$ cat src/rtl/core/spk_pkg.sv
// ----------------------------------------------------------------------------
// spk_pkg
// Shared types, constants and word functions for the Speck encryption block.
// ----------------------------------------------------------------------------
package spk_pkg;

	localparam int unsigned WORD_W = 64;
	localparam int unsigned IDX_W  = 6;
	localparam int unsigned CFG_W  = 3;
	localparam int unsigned VAR_W  = 4;

	// configuration register indexes
	localparam logic [CFG_W-1:0] REG_VARIANT = 3'd0;
	localparam logic [CFG_W-1:0] REG_KEY0    = 3'd1;
	localparam logic [CFG_W-1:0] REG_KEY1    = 3'd2;
	localparam logic [CFG_W-1:0] REG_KEY2    = 3'd3;
	localparam logic [CFG_W-1:0] REG_KEY3    = 3'd4;

	localparam logic [VAR_W-1:0] VARIANT_RST = 4'd4;

	typedef logic [WORD_W-1:0] word_t;

	typedef enum logic [2:0] {
		W16,
		W24,
		W32,
		W48,
		W64
	} wsize_t;

	typedef struct packed {
		wsize_t           ws;
		logic [2:0]       m;     // key words
		logic [IDX_W-1:0] last;  // round count minus one
	} shape_t;

	typedef enum logic {
		ST_IDLE,
		ST_RUN
	} state_t;

	typedef struct packed {
		logic load;
		logic step;
		logic done;
	} ctrl_t;

	function automatic shape_t shape_of(input logic [VAR_W-1:0] v);
		shape_t s;
		case (v)
			4'd0:    s = '{ws: W16, m: 3'd4, last: 6'd21};
			4'd1:    s = '{ws: W24, m: 3'd3, last: 6'd21};
			4'd2:    s = '{ws: W24, m: 3'd4, last: 6'd22};
			4'd3:    s = '{ws: W32, m: 3'd3, last: 6'd25};
			4'd4:    s = '{ws: W32, m: 3'd4, last: 6'd26};
			4'd5:    s = '{ws: W48, m: 3'd2, last: 6'd27};
			4'd6:    s = '{ws: W48, m: 3'd3, last: 6'd28};
			4'd7:    s = '{ws: W64, m: 3'd2, last: 6'd31};
			4'd8:    s = '{ws: W64, m: 3'd3, last: 6'd32};
			default: s = '{ws: W64, m: 3'd4, last: 6'd33};
		endcase
		return s;
	endfunction

	function automatic word_t word_mask(input wsize_t ws);
		word_t r;
		case (ws)
			W16:     r = {48'd0, {16{1'b1}}};
			W24:     r = {40'd0, {24{1'b1}}};
			W32:     r = {32'd0, {32{1'b1}}};
			W48:     r = {16'd0, {48{1'b1}}};
			default: r = {64{1'b1}};
		endcase
		return r;
	endfunction

	// rotate right by alpha (7 for 16-bit words, 8 otherwise)
	function automatic word_t ror_a(input word_t v, input wsize_t ws);
		word_t r;
		case (ws)
			W16:     r = {48'd0, v[6:0], v[15:7]};
			W24:     r = {40'd0, v[7:0], v[23:8]};
			W32:     r = {32'd0, v[7:0], v[31:8]};
			W48:     r = {16'd0, v[7:0], v[47:8]};
			default: r = {v[7:0], v[63:8]};
		endcase
		return r;
	endfunction

	// rotate left by beta (2 for 16-bit words, 3 otherwise)
	function automatic word_t rol_b(input word_t v, input wsize_t ws);
		word_t r;
		case (ws)
			W16:     r = {48'd0, v[13:0], v[15:14]};
			W24:     r = {40'd0, v[20:0], v[23:21]};
			W32:     r = {32'd0, v[28:0], v[31:29]};
			W48:     r = {16'd0, v[44:0], v[47:45]};
			default: r = {v[60:0], v[63:61]};
		endcase
		return r;
	endfunction

endpackage

$ cat src/rtl/core/spk_round.sv
// ----------------------------------------------------------------------------
// spk_round
// One Speck round: x' = (ror(x) + y) ^ k, y' = rol(y) ^ x', at word size ws.
// ----------------------------------------------------------------------------
module spk_round (
	input  spk_pkg::word_t  x,
	input  spk_pkg::word_t  y,
	input  spk_pkg::word_t  k,
	input  spk_pkg::wsize_t ws,
	output spk_pkg::word_t  x_nxt,
	output spk_pkg::word_t  y_nxt
);
	import spk_pkg::*;

	word_t sum;

	// inputs are already masked, so only the sum needs trimming
	assign sum   = (ror_a(x, ws) + y) & word_mask(ws);
	assign x_nxt = sum ^ k;
	assign y_nxt = rol_b(y, ws) ^ x_nxt;

endmodule

$ cat src/rtl/core/spk_ctrl.sv
// ----------------------------------------------------------------------------
// spk_ctrl
// Round sequencer: takes an item, counts rounds, hands off the result.
// ----------------------------------------------------------------------------
module spk_ctrl (
	input  logic                      clk,
	input  logic                      arst_n,
	input  logic                      in_valid,
	input  logic                      slot_free,
	input  logic [spk_pkg::IDX_W-1:0] last,
	output logic                      idle,
	output logic [spk_pkg::IDX_W-1:0] round_idx,
	output spk_pkg::ctrl_t            ctrl
);
	import spk_pkg::*;

	state_t           state_q, state_d;
	logic [IDX_W-1:0] idx_q;
	logic             at_last;

	assign at_last   = (idx_q == last);
	assign round_idx = idx_q;
	assign idle      = (state_q == ST_IDLE);

	always_ff @(posedge clk or negedge arst_n) begin
		if (!arst_n) begin
			state_q <= ST_IDLE;
			idx_q   <= '0;
		end else begin
			state_q <= state_d;
			if (ctrl.load) begin
				idx_q <= '0;
			end else if (ctrl.step) begin
				idx_q <= idx_q + 1'b1;
			end
		end
	end

	always_comb begin
		state_d = state_q;
		ctrl    = '0;
		case (state_q)
			ST_IDLE: begin
				if (in_valid) begin
					ctrl.load = 1'b1;
					state_d   = ST_RUN;
				end
			end
			ST_RUN: begin
				// final round waits until the output register can take it
				if (!at_last) begin
					ctrl.step = 1'b1;
				end else if (slot_free) begin
					ctrl.step = 1'b1;
					ctrl.done = 1'b1;
					state_d   = ST_IDLE;
				end
			end
			default: begin
				state_d = ST_IDLE;
			end
		endcase
	end

endmodule

$ cat src/rtl/core/speck_block_encrypt.sv
// ----------------------------------------------------------------------------
// speck_block_encrypt
// Speck block encryption over all ten standard block/key sizes.
// ----------------------------------------------------------------------------
// usage
//   config: cfg_we writes cfg_data to register cfg_index (0 variant, 1..4 key
//   words); write only while the block is idle. unknown indexes are ignored
//   input: plain_left / plain_right transfer on in_valid && in_ready; bits
//   above the selected word size are dropped
//   output: cipher_left / cipher_right transfer on out_valid && out_ready
//   rounds: the round count of the variant is 22 to 34; one round per cycle,
//   set by the single round datapath with the key schedule stepped alongside
//   it, while the last round can hold for a full output register; out_valid
//   rises with the last round; in_ready is low while rounds run
//   the output register frees the input side: a new item is taken while the
//   previous result waits; if the receiver stalls past the end of the next
//   item, the last round holds until the output register is free
//   reset: arst_n clears the sequencer and the output valid at once, sets the
//   variant to 64/128 and the key words to zero
// ----------------------------------------------------------------------------
module speck_block_encrypt (
	input  logic                      clk,
	input  logic                      arst_n,
	input  logic                      cfg_we,
	input  logic [spk_pkg::CFG_W-1:0] cfg_index,
	input  spk_pkg::word_t            cfg_data,
	input  logic                      in_valid,
	output logic                      in_ready,
	input  spk_pkg::word_t            plain_left,
	input  spk_pkg::word_t            plain_right,
	output logic                      out_valid,
	input  logic                      out_ready,
	output spk_pkg::word_t            cipher_left,
	output spk_pkg::word_t            cipher_right
);
	import spk_pkg::*;

	// configuration registers
	logic [VAR_W-1:0] variant_q;
	word_t            key_q [4];

	// working state of the current block
	shape_t           shape_q;
	shape_t           shape_new;
	word_t            x_q, y_q, k_q;
	word_t            l_q [3];
	word_t            mask_new;

	// result register
	logic             out_valid_q;
	word_t            cl_q, cr_q;

	ctrl_t            ctrl;
	logic             idle;
	logic             slot_free;
	logic [IDX_W-1:0] round_idx;
	word_t            x_nxt, y_nxt, l_nxt, k_nxt;

	assign shape_new = shape_of(variant_q);
	assign mask_new  = word_mask(shape_new.ws);
	assign slot_free = !out_valid_q || out_ready;

	always_ff @(posedge clk or negedge arst_n) begin
		if (!arst_n) begin
			variant_q <= VARIANT_RST;
			key_q[0]  <= '0;
			key_q[1]  <= '0;
			key_q[2]  <= '0;
			key_q[3]  <= '0;
		end else if (cfg_we) begin
			case (cfg_index)
				REG_VARIANT: variant_q <= cfg_data[VAR_W-1:0];
				REG_KEY0:    key_q[0]  <= cfg_data;
				REG_KEY1:    key_q[1]  <= cfg_data;
				REG_KEY2:    key_q[2]  <= cfg_data;
				REG_KEY3:    key_q[3]  <= cfg_data;
				default:     ;
			endcase
		end
	end

	spk_ctrl u_ctrl (
		.clk       (clk),
		.arst_n    (arst_n),
		.in_valid  (in_valid),
		.slot_free (slot_free),
		.last      (shape_q.last),
		.idle      (idle),
		.round_idx (round_idx),
		.ctrl      (ctrl)
	);

	// data round with the current round key
	spk_round u_data_round (
		.x     (x_q),
		.y     (y_q),
		.k     (k_q),
		.ws    (shape_q.ws),
		.x_nxt (x_nxt),
		.y_nxt (y_nxt)
	);

	// key schedule step: same round with l as x, k as y and the index as key
	spk_round u_key_round (
		.x     (l_q[0]),
		.y     (k_q),
		.k     ({{(WORD_W-IDX_W){1'b0}}, round_idx}),
		.ws    (shape_q.ws),
		.x_nxt (l_nxt),
		.y_nxt (k_nxt)
	);

	always_ff @(posedge clk) begin
		if (ctrl.load) begin
			shape_q <= shape_new;
			x_q     <= plain_left & mask_new;
			y_q     <= plain_right & mask_new;
			k_q     <= key_q[0] & mask_new;
			l_q[0]  <= key_q[1] & mask_new;
			l_q[1]  <= key_q[2] & mask_new;
			l_q[2]  <= key_q[3] & mask_new;
		end else if (ctrl.step) begin
			x_q <= x_nxt;
			y_q <= y_nxt;
			k_q <= k_nxt;
			// the new l word goes to the tail of an (m-1)-deep queue
			case (shape_q.m)
				3'd2: begin
					l_q[0] <= l_nxt;
				end
				3'd3: begin
					l_q[0] <= l_q[1];
					l_q[1] <= l_nxt;
				end
				default: begin
					l_q[0] <= l_q[1];
					l_q[1] <= l_q[2];
					l_q[2] <= l_nxt;
				end
			endcase
		end
		if (ctrl.done) begin
			cl_q <= x_nxt;
			cr_q <= y_nxt;
		end
	end

	always_ff @(posedge clk or negedge arst_n) begin
		if (!arst_n) begin
			out_valid_q <= 1'b0;
		end else if (ctrl.done) begin
			out_valid_q <= 1'b1;
		end else if (out_ready) begin
			out_valid_q <= 1'b0;
		end
	end

	assign in_ready     = idle;
	assign out_valid    = out_valid_q;
	assign cipher_left  = cl_q;
	assign cipher_right = cr_q;

endmodule

$ cat config.mk
export PLATFORM = sky130hd
export DESIGN_NAME = speck_block_encrypt
export DESIGN_NICKNAME = d
export VERILOG_FILES = /design/src/rtl/core/spk_pkg.sv /design/src/rtl/core/spk_round.sv /design/src/rtl/core/spk_ctrl.sv /design/src/rtl/core/speck_block_encrypt.sv
export SDC_FILE = /design/constraint.sdc
export NUM_CORES = 2
export LEC_CHECK = 0
export ABC_AREA = 0
export BUFFER_PORTS_ARGS = -buffer_cell sky130_fd_sc_hd__buf_2
export CELL_PAD_IN_SITES_DETAIL_PLACEMENT = 1
export CELL_PAD_IN_SITES_GLOBAL_PLACEMENT = 2
export CORE_MARGIN = 2
export CORE_UTILIZATION = 35
export DETAILED_ROUTE_END_ITERATION = 8
export PLACE_DENSITY = 0.71
export SYNTH_ARGS = -nofsm -noshare
export SYNTH_HDL_FRONTEND = slang
export SYNTH_SLANG_ARGS = --single-unit
$ cat constraint.sdc
create_clock -name clk -period 21.9 [get_ports clk]
set_input_delay 3.285 -clock clk [delete_from_list [all_inputs] [get_ports clk]]
set_output_delay 3.285 -clock clk [all_outputs]
set_load 0.1 [all_outputs]
* Word-level counts from Yosys, hierarchy flattened
Memory sizes are Yosys's and may differ from the RTL's.
Cells that the tools add are included.
** Storage, ports and cells
- Memory bits (writable) :: 192
- Word-level logic and storage cells :: 111
- Output and inout bits :: 130
- Memory bits (read-only) :: 192
- Flip-flop bits (word level) :: 600
- Memories kept :: 2
** Memory list
- (name not given) :: words 16, bits a word 12, read ports 1, clocked after Yosys merged registers in 0, wr ports 0, line spk_pkg.sv:50 : case (v)
- l_q :: words 3, bits a word 64, read ports 3, clocked after Yosys merged registers in 0, wr ports 3, line speck_block_encrypt.sv:46 : word_t l_q [3];
** Cells by class
- Equal/unequal tests :: 13
- Reduce and logical (&&, ||, !) cells :: 13
- $add $sub $neg :: 3
- Bitwise gates (word level) :: 19
- Multiplexer cells :: 45
** Operators by type and width (count)
- $pmux W64 S4 :: 6
- $mux W64 :: 12
- $and A64 B64 Y64 :: 8
- $xor A64 B64 Y64 :: 3
- $add A64 B64 Y64 :: 2
- $xor A64 B6 Y64 :: 1
- $eq A3 B2 Y1 const B :: 8
- $mux W1 :: 22
- $mux W6 :: 2
- $reduce_and A2 Y1 :: 5
- $eq A3 B1 Y1 const B :: 3
- $logic_not A3 Y1 :: 3
- $add A6 B1 Y6 const B :: 1
- $eq A6 B6 Y1 :: 1
- $or A1 B1 Y1 :: 6
- $mux W2 :: 2
- $reduce_bool A2 Y1 :: 2
- $eq A3 B3 Y1 const B :: 1
- $pmux W1 S2 :: 1
- $reduce_or A2 Y1 :: 1
- $logic_not A1 Y1 :: 1
- $logic_or A1 B1 Y1 :: 1
- $not A1 Y1 :: 1

* Logic depth before layout (Yosys ltp)
- Word-level depth :: 11
- Mapped depth :: 22
- Mapped depth without buffers :: 18

* Hierarchy
A second synthesis with hierarchy kept.
** Second synthesis, totals
- Cells, all modules :: 4232
- Area total of the unflattened synthesis :: 46598.4 µm²
** Modules (own cells, without submodules)
- speck_block_encrypt :: times used 1, area an instance 31630.3 µm², cells an instance 2007, seq. area each 22267.6 µm²
- spk_round (u_key_round) :: times used 1, area an instance 7375.8 µm², cells an instance 1114, seq. area each 0.0 µm²
- spk_round (u_data_round) :: times used 1, area an instance 7145.6 µm², cells an instance 1063, seq. area each 0.0 µm²
- spk_ctrl :: times used 1, area an instance 446.7 µm², cells an instance 48, seq. area each 175.2 µm²

* Worst setup path after synthesis
OpenSTA, ideal clock, no wires.
- Path type :: input -> register
- Start point :: input out_ready
- End point :: memory l_q[0][100] (netlist bit) (enable)
- Path slack :: 6001 ps
- Buffers on the path :: 1
- Required time :: 21480 ps
- Arrival time :: 15479 ps
- Stages :: 7
- Cell sequence :: nor2b_1 nand2_1 nand2_1 clkbuf_1 nand2_1 a21boi_0 a21o_1
** RTL lines
- from (decl) :: line speck_block_encrypt.sv:32 : input logic out_ready,
- to (decl) :: line speck_block_encrypt.sv:46

* Final worst setup path
- Start point :: register shape_q[10] (netlist bit)
- End point :: register k_q[56], data pin
** On the way
- Word-level cells in the longest chain between the ends :: 8
- Elaborated cells between the ends (all ways) :: 13
- Those cells by class :: 1 x add/sub; 3 x eq/ne; 5 x mux; 3 x bitwise; 1 x reduce/logical
** RTL lines
- from (decl) :: line speck_block_encrypt.sv:43 : shape_t shape_q;
- from (signal assigned) :: line speck_block_encrypt.sv:115 : shape_q <= shape_new;
- $eq A3 B2 Y1, or another cell as far along :: line spk_pkg.sv:67, spk_pkg.sv:80, spk_pkg.sv:93
- $pmux W64 S4 :: line spk_pkg.sv:80 : case (ws)
- $add A64 B64 Y64 :: line spk_round.sv:18 : assign sum = (ror_a(x, ws) + y) & word_mask(ws);
- $and A64 B64 Y64 :: line spk_round.sv:18
- $xor A64 B6 Y64 :: line spk_round.sv:19 : assign x_nxt = sum ^ k;
- $xor A64 B64 Y64 * :: line spk_round.sv:20 : assign y_nxt = rol_b(y, ws) ^ x_nxt;
- $mux W64 * :: line speck_block_encrypt.sv:122 : end else if (ctrl.step) begin
- $mux W64 * :: line speck_block_encrypt.sv:114 : if (ctrl.load) begin
- to (signal assigned) :: line speck_block_encrypt.sv:118 : k_q <= key_q[0] & mask_new;
- to (signal assigned) :: line speck_block_encrypt.sv:125 : k_q <= k_nxt;
- to (decl) :: line speck_block_encrypt.sv:45 : word_t x_q, y_q, k_q;
Mark *: on every way between the ends. The rest lies on a longest branch, timed or not. The select of a mux whose other input is x is not followed.
A chain may end at the register's enable or synchronous reset.

==> impl_metrics.tcl <==
set metrics [dict create \
    overflow 0 \
    async_flop_share_pct 33.84 \
    yosys.area.top_type "edfxtp_1" \
    end_kind "register" \
    synth_cell_types 83 \
    path_max_fanout 59 \
    ys_seq_area_share_pct 51.57 \
    final_cell_mix "575 x nand2_1, 524 x edfxtp_1, 328 x buf_2" \
    startpoint_type "register" \
    hpwl_um 124600 \
    firstDrtPassIters 5 \
    final-setup-viol-count 0 \
    seqCellArea_um2 22440 \
    clk_path_buf_depth 3 \
    dieArea_um2 127200 \
    viasPerCell 5.636 \
    finalMaxSlewViolations 0 \
    htreeDepth 3 \
    cts_setup_buffers 0 \
    n_fill_cell 13480 \
    tns_ns 0 \
    die_h_um 356.6 \
    final_common_cell "nand2_1" \
    synth_top_area_share_pct 36.16 \
    path_clk_slew_ns 0.06 \
    grt_start_max_net_pins 84 \
    max_freq_mhz 154.8 \
    start_util_pct 35.25 \
    synth_area_um2 43520 \
    top_layer "met5" \
    crit_type "register to register" \
    cts_resized 0 \
    met1Wirelength_um 77380 \
    syn_inst 4063 \
    dr_wl_met3_um 9576 \
    finalClockSkew_ns 0.02689 \
    multiInputGateArea_um2 20040 \
    drc 0 \
    hold_class "register to register" \
    powerDensity_nw_per_um2 192.6 \
    final_nets 4645 \
    maxSlewHeadroom_pct 10.47 \
    tightestPinTransition_ns 1.338 \
    p_leak_nw 20.75 \
    outcome "finished clean" \
    cts_hold_buf 0 \
    io_pins 330 \
    rows 129 \
    synth_ff_type "edfxtp_1" \
    antenna_found_initial 9 \
    vdd_ir_drop_max_v 0.00006660 \
    ys_ff_latch 792 \
    drv_cap 0 \
    grt_pass1_vias 34450 \
    area_growth_pct 14.91 \
    clkLatencyLatePin_ns 0.71 \
    syn_nets 4411 \
    clkSinkCount 792 \
    track_usage_pct 25.85 \
    period_share_pct 29.50 \
    period_needed_ns 6.460 \
    routed_wl_um 166800 \
    grt_pass1_wl_um 241600 \
    cts_root_buffer "clkbuf_16" \
    netlist_top_cells_area "edfxtp_1 36%, dfrtp_1 15%, mux2_2 6.6%, nand2_1 5.0%, ha_1 4.2%" \
    rsz0062_at_grt "false" \
    coreArea_um2 123500 \
    fin_util_pct 40.50 \
    cts_made_buffers 89 \
    synth_edf_count 524 \
    wl_met2_um 75360 \
    routedWlPerCell_um 27.75 \
    gp_congestion 0.8949 \
    numPortBuffers 329 \
    drive_gt1_share_pct 19.25 \
    vias 33880 \
    finalHoldViolCount 0 \
    yosysWarnings 0 \
    crit_arrival_ns 6.89 \
    cp.required_ns 22.33 \
    avgSynthCellArea_um2 10.71 \
    die_x_um 356.6 \
    tritoncts "done" \
    ant_nets 0 \
    drt_iter0_drc 2876 \
]
==> kinds of logic after synthesis <==
| family | count (synthesis) | share of synthesized area (%) |
|---|---|---|
| mux | 297 | 7.743 |
| buf+inv | 317 | 2.743 |
| compound gates | 995 | 14.81 |
| fa+ha+maj | 148 | 4.290 |
| flops | 792 | 51.57 |
| simple gates | 1202 | 12.21 |
| xor+xnor | 312 | 6.636 |
==> cells in the mapped netlist, drive strengths merged, types with 30 or more instances <==
master and count:
a21o 77, nand4 56, nand3 90, xor2 121, and2 41, a22oi 70
nor2 274, dfrtp 267, nor3 32, mux2i 34, clkbuf 213, nand2 579
mux2 257, a21oi 262, o21bai 40, ha 146, nor2b 31, xnor2 180
edfxtp 524, o21ai 253, buf 30, a22o 95, inv 72
==> metrics by stage <==
step	cell area [um2]	cells	worst slack (ns)	total power [mW]	hold WS [ns]
CTS	50010	6010	15.46	9.633	0.5075
finish	50010	6011	15.44	9.632	0.5067
global route	50010	6011	15.05	10.18	0.5119
global placement	46880	5842	15.21	7.938	0.4871
detailed placement	46910	5843	15.17	7.993	0.4935
floorplan	43520	4063	6.001	6.177	0.4231
==> worst paths after layout <==
kind | slack (ns) | endpoint | cells past startpoint | from
worst max-delay path | 15.44 | k_q[56]$_DFFE_PP_ | 17 | shape_q[10]$_DFFE_PP_
worst min-delay path | 0.51 | key_q[194]$_DFFE_PN0P_ | 1 | key_q[194]$_DFFE_PN0P_
worst max register to register | 15.44 | k_q[56]$_DFFE_PP_ | 17 | shape_q[10]$_DFFE_PP_
worst min register to register | 0.51 | key_q[194]$_DFFE_PN0P_ | 1 | key_q[194]$_DFFE_PN0P_
max in group asynchronous | 17.95 | key_q[216]$_DFFE_PN0P_ | 2 | arst_n
min in group asynchronous | 2.57 | key_q[78]$_DFFE_PN0P_ | 1 | arst_n
==> critical path: stages (launching register included) <==
cell and delay, ns:
edfxtp_1 0.64, or3_2 0.77, buf_4 0.46, nand2_1 0.17, nand2_1 0.07, ha_1 0.22, fa_1 0.44, nand3_1 0.11
nand2_1 0.10, a221oi_1 0.59, o21ai_0 0.40, o211ai_1 0.33, nand3_1 0.24, a211oi_1 0.62, o21ai_0 0.24, xnor2_1 0.49
xor2_1 0.19, o21ai_0 0.08
==> layout make-up <==
cell class | instances | area share (%)
Clock inverter | 44 | 1.206
Multi-Input combinational cell | 2954 | 40.08
Tap cell | 1637 | 4.096
Inverter | 74 | 0.5604
Clock buffer | 123 | 4.994
Sequential cell | 792 | 44.88
Antenna cell | 1 | 0.005004
Timing Repair Buffer | 386 | 4.183
==> routing by layer <==
| metal | global-route usage [%] | up-vias |
|---|---|---|
| li1 | - | 15270 |
| met1 | 37.54 | 17410 |
| met2 | 40.07 | 1000 |
| met3 | 3.555 | 193 |
| met4 | 7.511 | 2 |
| met5 | 0 | - |
==> report_power, final <==
part	switching [mW]	internal, mW	total (mW)
logic	3.16	1.74	4.90
registers	0.543	2.59	3.13
clock network	0.663	0.936	1.60
total	4.37	5.26	9.63
==> registers in the layout, indices dropped and copies added, names as in the netlist <==
name and flops:
cipher_left 64, cipher_right 64, k_q 64, key_q 256, l_q 192, out_valid 1
shape_q 12, u_ctrl.round_idx 6, u_ctrl.state_q 1, variant_q 4, x_q 64, y_q 64
(Power assumes the default switching activity.)
